File: config.mk
export PLATFORM = sky130hd
export DESIGN_NAME = ppoa_window
export DESIGN_NICKNAME = d
export VERILOG_FILES = /design/src/hw/rtl/ppoa_pkg.sv /design/src/hw/rtl/ppoa_cell.sv /design/src/hw/rtl/ppoa_window.sv
export SDC_FILE = /design/constraint.sdc
export NUM_CORES = 1
export LEC_CHECK = 0
export ABC_AREA = 1
export BUFFER_PORTS_ARGS = -buffer_cell sky130_fd_sc_hd__buf_2
export CORE_UTILIZATION = 40
export DETAILED_ROUTE_END_ITERATION = 10
export GPL_ROUTABILITY_DRIVEN = 0
export SYNTH_ARGS = -nofsm -noshare
export SYNTH_HDL_FRONTEND = slang
export SYNTH_SLANG_ARGS = --single-unit
File: constraint.sdc
create_clock -name clk -period 6.6 [get_ports clk]
set_input_delay 0.33 -clock clk [delete_from_list [all_inputs] [get_ports clk]]
set_output_delay 0.33 -clock clk [all_outputs]
set_load 0.05 [all_outputs]
File: src/hw/rtl/ppoa_pkg.sv
// Package for the pulse period and on-time averager.
// Holds field widths, the default window depth, the sum width helper and
// the pipeline stage-enable struct shared by the divider and the top level.
`default_nettype none

package ppoa_pkg;

  // Width of a timestamp, a window entry and an average
  localparam int DATA_W = 32;

  // Default number of entries in each sliding window
  localparam int WINDOW_DEF = 5;

  // Input tuser bit positions
  localparam int USER_RISE = 0;
  localparam int USER_FALL = 1;
  localparam int USER_W    = 2;

  // Output tdata width: two averages side by side
  localparam int OUT_DATA_W = 2 * DATA_W;

  // Running sum width: wide enough that WINDOW full-scale entries never wrap
  function automatic int sum_width(input int window);
    return DATA_W + $clog2(window);
  endfunction

  // Advance strobes for the three pipeline stages
  typedef struct packed {
    logic load;  // take a fresh window sum
    logic mul;   // form the reciprocal partial products
    logic fin;   // add the partial products and load the average
  } ppoa_stage_en_t;

endpackage

`default_nettype wire

File: src/hw/rtl/ppoa_cell.sv
// One window entry of the averager's shift chain.
// Holds a 32-bit sample and takes its neighbor's value on a shift.
// Depends on ppoa_pkg for the data width.
`default_nettype none

module ppoa_cell (
  input  wire logic                         clk,
  input  wire logic                         rst_n,
  input  wire logic                         shift_en,
  input  wire logic [ppoa_pkg::DATA_W-1:0]  din,
  output logic      [ppoa_pkg::DATA_W-1:0]  dout
);

  logic [ppoa_pkg::DATA_W-1:0] value_r;
  logic [ppoa_pkg::DATA_W-1:0] value_nxt;

  // Take the neighbor's sample on a shift, hold otherwise
  always_comb begin
    value_nxt = shift_en ? din : value_r;
  end

  always_ff @(posedge clk) begin
    if (!rst_n) begin
      value_r <= '0;
    end else begin
      value_r <= value_nxt;
    end
  end

  assign dout = value_r;

endmodule

`default_nettype wire

File: src/hw/rtl/ppoa_window.sv
// Sliding window built as a chain of ppoa_cell entries plus a running sum.
// The newest sample enters at the top cell; cell 0 holds the oldest.
// Depends on ppoa_pkg and ppoa_cell.
`default_nettype none

module ppoa_window #(
  parameter int WINDOW = ppoa_pkg::WINDOW_DEF,
  parameter int SUM_W  = ppoa_pkg::sum_width(ppoa_pkg::WINDOW_DEF)
) (
  input  wire logic                         clk,
  input  wire logic                         rst_n,
  input  wire logic                         shift_en,
  input  wire logic [ppoa_pkg::DATA_W-1:0]  din,
  output logic      [SUM_W-1:0]             sum_nxt
);

  logic [ppoa_pkg::DATA_W-1:0] link [WINDOW+1];
  logic [SUM_W-1:0]            sum_r;

  // Newest sample feeds the top of the chain
  assign link[WINDOW] = din;

  // Each cell takes the value of the cell above it
  for (genvar i = 0; i < WINDOW; i++) begin : g_cell
    ppoa_cell u_cell (
      .clk      (clk),
      .rst_n    (rst_n),
      .shift_en (shift_en),
      .din      (link[i+1]),
      .dout     (link[i])
    );
  end

  // Add the incoming sample and drop the oldest one
  always_comb begin
    if (shift_en) begin
      sum_nxt = sum_r + SUM_W'(din) - SUM_W'(link[0]);
    end else begin
      sum_nxt = sum_r;
    end
  end

  always_ff @(posedge clk) begin
    if (!rst_n) begin
      sum_r <= '0;
    end else begin
      sum_r <= sum_nxt;
    end
  end

endmodule

`default_nettype wire

==> results of run 1 <==
[layer usage]
layer	track usage	routed length [um]
met5	0	0
met3	0.0220	562
met1	0.269	12600
met2	0.293	10600
met4	0.0587	376
[worst max path at each step]
stage	slack, ns	depth (start not counted)	end	from
after floorplan	3.74	15	sum_nxt[28]	din[1]
after global placement	3.20	16	sum_nxt[19]	din[16]
after detailed placement	3.15	16	sum_nxt[19]	din[16]
after CTS	2.79	15	sum_nxt[19]	sum_r[15]$_SDFF_PN0_
after global routing	2.62	15	sum_nxt[19]	sum_r[16]$_SDFF_PN0_
final	2.77	15	sum_nxt[19]	sum_r[15]$_SDFF_PN0_
[power groups by stage]
stage	clock, mW	combinational, mW	sequential (mW)
after floorplan	0	1.93	1.37
after global placement	0	2.46	1.39
after CTS	1.12	2.49	1.36
after detailed placement	0	2.47	1.39
after global routing	1.16	2.75	1.38
final	1.09	2.48	1.36
[metrics by stage]
step	cells	instance area [um2]	hold WS, ns
2_1_floorplan	1489	10300	0.449
3_3_place_gp	1829	10800	0.455
3_5_place_dp	1829	10800	0.464
4_1_cts	1861	11500	0.177
5_1_grt	1861	11500	0.196
6_report	1861	11500	0.188
[cells in the final DEF (no fill, tap or decap), drive strengths merged]
master / n
inv: 251
xnor2: 9
fa: 32
clkbuf: 17
o21ai: 188
nand2: 238
nand3: 49
nor3: 9
clkinvlp: 2
nor2: 326
ha: 35
nand4: 5
o21bai: 5
and2: 1
a21oi: 78
or2: 2
nand3b: 1
dfxtp: 195
xor2: 8
a21boi: 1
clkinv: 6
buf: 73
[Yosys cell counts (2+ instances only)]
cell type | n | area, um2
o21ai_1 | 6 | 30.0
nor3_2 | 4 | 40.0
buf_2 | 11 | 55.1
inv_1 | 237 | 890
xor2_1 | 8 | 70.1
nand4_1 | 5 | 31.3
a21oi_1 | 74 | 370
o21bai_1 | 5 | 37.5
ha_1 | 35 | 438
fa_1 | 32 | 641
nand2_2 | 21 | 131
nand3_1 | 44 | 220
nand2_1 | 217 | 815
dfxtp_1 | 195 | 3900
buf_1 | 2 | 7.51
nand3_2 | 5 | 50.1
nor2_1 | 318 | 1190
xnor2_1 | 9 | 78.8
clkbuf_1 | 49 | 184
inv_2 | 6 | 22.5
o21ai_0 | 182 | 911
a21oi_2 | 4 | 35.0
nor3_1 | 5 | 25.0
nor2_2 | 8 | 50.1
[cell type report]
cell class | count | share of cell area
multi-input cells | 987 | 0.454
flip-flops and latches | 195 | 0.341
inverters | 244 | 0.0802
clock buffers | 17 | 0.0371
well taps | 330 | 0.0360
repair buffers | 73 | 0.0335
clock inverters | 15 | 0.0182
[logic make-up (layout without fill, tap and decap cells)]
| logic type | after synthesis | after routing |
|---|---|---|
| simple gates | 631 | 631 |
| buf+inv | 307 | 349 |
| compound gates | 272 | 272 |
| flops | 195 | 195 |
| fa+ha+maj | 67 | 67 |
| xor+xnor | 17 | 17 |
[worst reg2reg max path, cell delays in order (launching register included)]
cell and delay, ns:
dfxtp_1 0.39, inv_1 0.08, fa_1 0.50, inv_1 0.04, ha_1 0.36, nand2_1 0.12
inv_2 0.07, nand2_1 0.11, nor3_2 0.32, nand4_1 0.24, nand3_1 0.16, nand2_1 0.06
nand3_1 0.13, o21ai_1 0.14, nor2_2 0.12
[flip-flops by register name (all words and copies together) (netlist names)]
signal              flops
g_cell.u_cell.dout    160
sum_r                  35
==> flow_metrics.tcl, run 1 <==
set metrics [dict create \
    drtAntennaViolNets 0 \
    cts_buffers 17 \
    dp_slack_ns 3.15 \
    comb_power_share 0.503 \
    synth_cell_types 31 \
    fin_total_pwr_mw 4.93 \
    p_seq_frac 0.276 \
    syn-num-nets 1591 \
    postCtsSetupBuffers 0 \
    drcViolationCount 0 \
    antenna_found_initial 0 \
    fin_crit_sh 0.581 \
    crit_type "reg2out" \
    tightest_slew_ns 0.958 \
    ys_ff_latch 195 \
    area_growth_pct 11.5 \
    synth-compound-area-share 0.135 \
    antenna_cells 0 \
    power_density_nw_per_um2 431 \
    die_w_um 162 \
    clk_pin_slew_ns 0.08 \
    rows 58 \
    core_um2 25200 \
    grt_setup_unrepaired "no" \
    p_sw_frac 0.479 \
    grt_max_degree 132 \
    cts_sinks 195 \
    crit_family "simple AND/OR/NAND/NOR gates" \
    skew_ns 0.0171 \
    drtIter0Drc 663 \
    clockRootBuffer "clkbuf_16" \
    async_flop_share 0 \
    slew_headroom 0.361 \
    drv_cap 0 \
    synth_fa_ha_area_frac 0.105 \
    hold_viol 0 \
    hold_end "g_cell[4].u_cell.dout[20]$_SDFFE_PN0P_" \
    final_max_slew_viol_count 0 \
    ctsHtreeMaxLevel 4 \
    min_period_ns 3.83 \
    grt_pass1_vias 7915 \
    fmax_mhz 261 \
    cpPeakStageDelay_ns 0.50 \
    layout-drive-gt1-share 0.101 \
    p_clk_frac 0.221 \
    ios 70 \
    synth_simple_gate_area_share 0.251 \
    p_leak_nw 5.75 \
    hold_depth 3 \
    finalNetCount 1620 \
    reg2reg_from "sum_r[15]$_SDFF_PN0_" \
    vias 8682 \
    die-area_um2 26300 \
    start_kind "register" \
    cp_cell_sequence "inv_1, fa_1, inv_1, ha_1, nand2_1, inv_2, nand2_1, nor3_2, nand4_1, nand3_1, nand2_1, nand3_1, o21ai_1, inv_1, buf_2" \
    wirelength_mm 24.1 \
    hold_buffers 0 \
    wl_per_cell_um 12.9 \
    portBuffers 69 \
    peakVddDrop_mv 0.232 \
    yosys_warnings 0 \
    crit_required_ns 6.27 \
    rr_worst_depth 14 \
    fillCellCount 2585 \
    r2r-end "sum_r[19]$_SDFF_PN0_" \
    setup-tns-final_ns 0 \
    clk_latency_ns 0.45 \
    synth_edf_count 0 \
    clk_path_buf_depth 2 \
    critPathBufInv 5 \
    slowest_stage "fa_1" \
    dp_hpwl_mm 16.9 \
    synth-xor-area-share 0.0145 \
    final-setup-viol-count 0 \
    grt_remaining_overflow 0 \
    start_util 0.408 \
    post_cts_resize_count 0 \
    outcome "finished, final reports clean" \
    viasPerCell 4.67 \
    syn_area_um2 10300 \
    multi_input_area_um2 5200 \
    netSwitchingPower_mw 2.36 \
    fin_util 0.455 \
    cp_max_fo 4 \
    layout_setup_ws_ns 2.77 \
    worstHoldStart "din[20]" \
    synth_mux_area_frac 0 \
    synth_area_per_cell_um2 6.90 \
    synth-main-ff-cell "dfxtp_1" \
    grt_usage 0.188 \
    die_h_um 162 \
    synth_top_family_by_area "simple AND/OR/NAND/NOR gates" \
    cts_tree "yes" \
    dr.pass1.iters 5 \
    synth_cells 1489 \
    ys_seq_area_frac 0.380 \
    hold_class "in2reg" \
    crit_path_end_kind "output pin" \
    ff2ff_setup_slack_ns 3.71 \
    ff_latch_area_um2 3900 \
    grt_pass1_wl_mm 39.7 \
    arrival_ns 3.50 \
    p_int_mw 2.57 \
]
(Power assumes the default switching activity.)
==> run 2: changes to the inputs <==
==> constraint.sdc (replaced) <==
create_clock -name clk -period 3.2 [get_ports clk]
set_input_delay 0.16 -clock clk [delete_from_list [all_inputs] [get_ports clk]]
set_output_delay 0.16 -clock clk [all_outputs]
set_load 0.05 [all_outputs]
==> flow_metrics.tcl, run 2 (synthesis results as in run 1) <==
set metrics [dict create \
    dr.pass1.iters 7 \
    finalNetCount 1649 \
    grt.busiest_layer "met2" \
    grt_pass1_vias 8385 \
    start_kind "register" \
    grt_pass1_wl_mm 41.6 \
    fmax_mhz 321 \
    multi_input_area_um2 5970 \
    skew_ns 0.0152 \
    worst_hold_slack_ns 0.0113 \
    final-setup-viol-count 0 \
    use_met2 0.312 \
    p_leak_nw 6.07 \
    crit_required_ns 3.04 \
    drcViolationCount 0 \
    grt_remaining_overflow 0 \
    ios 70 \
    drv_cap 0 \
    core_um2 25200 \
    wl_per_cell_um 13.5 \
    rr_worst_depth 16 \
    peakVddDrop_mv 0.538 \
    die-area_um2 26300 \
    rows 58 \
    ctsHtreeMaxLevel 4 \
    cp_max_fo 4 \
    fin_crit_sh 0.972 \
    grt_usage 0.196 \
    largest_register_ffs 160 \
    layout_common_cells "nor2_1, inv_1, dfxtp_1" \
    grt_max_degree 116 \
    cts_sinks 195 \
    fillCellCount 2474 \
    antenna_found_initial 0 \
    antenna_cells 0 \
    die_w_um 162 \
    final_common_cell "nor2_1" \
    hold_depth 3 \
    crit_path_end_kind "output pin" \
    min_period_ns 3.11 \
    tightest_slew_ns 0.948 \
    vias 9049 \
    setup-tns-final_ns 0 \
    power_density_nw_per_um2 938 \
    cts_buffers 17 \
    area_growth_pct 22.3 \
    slew_headroom 0.368 \
    fin_total_pwr_mw 11.8 \
    hold_viol 0 \
    postLayoutCellArea_um2 12600 \
    clk_latency_ns 0.45 \
    die_h_um 162 \
    dp_hpwl_mm 17.2 \
    clk_path_buf_depth 2 \
    hold_buffers 0 \
    clk_pin_slew_ns 0.08 \
    final_max_slew_viol_count 0 \
    hold_class "in2reg" \
    placedInstanceArea_um2 10900 \
    ff_latch_area_um2 3930 \
    cts_tree "yes" \
    drtAntennaViolNets 0 \
    start_util 0.408 \
    clockRootBuffer "clkbuf_16" \
    drtIter0Drc 614 \
    grt_setup_unrepaired "yes" \
    portBuffers 69 \
    wirelength_mm 25.6 \
    crit_type "reg2out" \
    arrival_ns 2.95 \
    viasPerCell 4.79 \
    outcome "finished, final reports clean" \
    grtUsageMet3 0.0209 \
    layout-drive-gt1-share 0.221 \
    grtUsageMet1 0.277 \
]
run 2: changes by cell type in the layout (fill, tap and decap cells not counted), sizes merged:
cell / before / now
buf: 73 / 102
clkbuf: 17 / 18
inv: 251 / 250
run 2: worst max-delay path, cell delays in order (launching register included):
cell and delay (ns):
dfxtp_2 0.33, inv_1 0.05, fa_1 0.51, inv_1 0.08, ha_4 0.33, nand2_4 0.08, nor2_4 0.11, nand2_1 0.07
nand2_2 0.10, nand3_1 0.09, nand2_2 0.17, nand2_2 0.10, nand2_1 0.09, nand2_1 0.05, nand3_1 0.08, nand2_2 0.07
inv_2 0.06, buf_6 0.15
run 2: report_power, final:
group / internal, mW / leakage (nW) / switching [mW]
Sequential: 2.70 / 1.62 / 0.126
Combinational: 2.42 / 4.16 / 4.34
Clock: 1.08 / 0.286 / 1.12
Total: 6.20 / 6.07 / 5.59
run 2: per-layer routing:
| layer | routed length [um] | vias up |
|---|---|---|
| li1 | - | 4705 |
| met1 | 12700 | 4194 |
| met2 | 11800 | 124 |
| met3 | 629 | 26 |
| met4 | 467 | 0 |
| met5 | 0 | - |
run 2: area by class of cell:
| type | count | area share |
|---|---|---|
| Sequential cell | 195 | 0.312 |
| Inverter | 244 | 0.0733 |
| Clock buffer | 18 | 0.0350 |
| Tap cell | 330 | 0.0329 |
| Timing Repair Buffer | 102 | 0.0583 |
| Clock inverter | 14 | 0.0129 |
| Multi-Input combinational cell | 987 | 0.475 |
run 2: repair_timing:
item / in CTS / in global routing
endpoints found under the setup margin: 25 / 26
setup buffers: 4 / 19
endpoints found under the hold margin: 0 / 0
resized for setup: 73 / 177
pin swaps: 7 / 71
run 2: through the flow:
stage                     worst slack, ns   util  instances
final                              0.0893  0.499       1890
after global routing              -0.0500  0.499       1890
after CTS                         -0.0282  0.470       1871
after detailed placement           0.0377  0.431       1835
after global placement             0.0105  0.431       1835
after floorplan                     0.569      -       1489
run 2: final timing paths:
check	startpoint	slack, ns	to
setup / recovery	sum_r[6]$_SDFF_PN0_	0.09	sum_nxt[31]
hold / removal	din[26]	0.01	g_cell[4].u_cell.dout[26]$_SDFFE_PN0P_
hold reg to reg	g_cell[2].u_cell.dout[14]$_SDFFE_PN0P_	0.48	g_cell[1].u_cell.dout[14]$_SDFFE_PN0P_
setup reg to reg	sum_r[6]$_SDFF_PN0_	0.62	sum_r[31]$_SDFF_PN0_
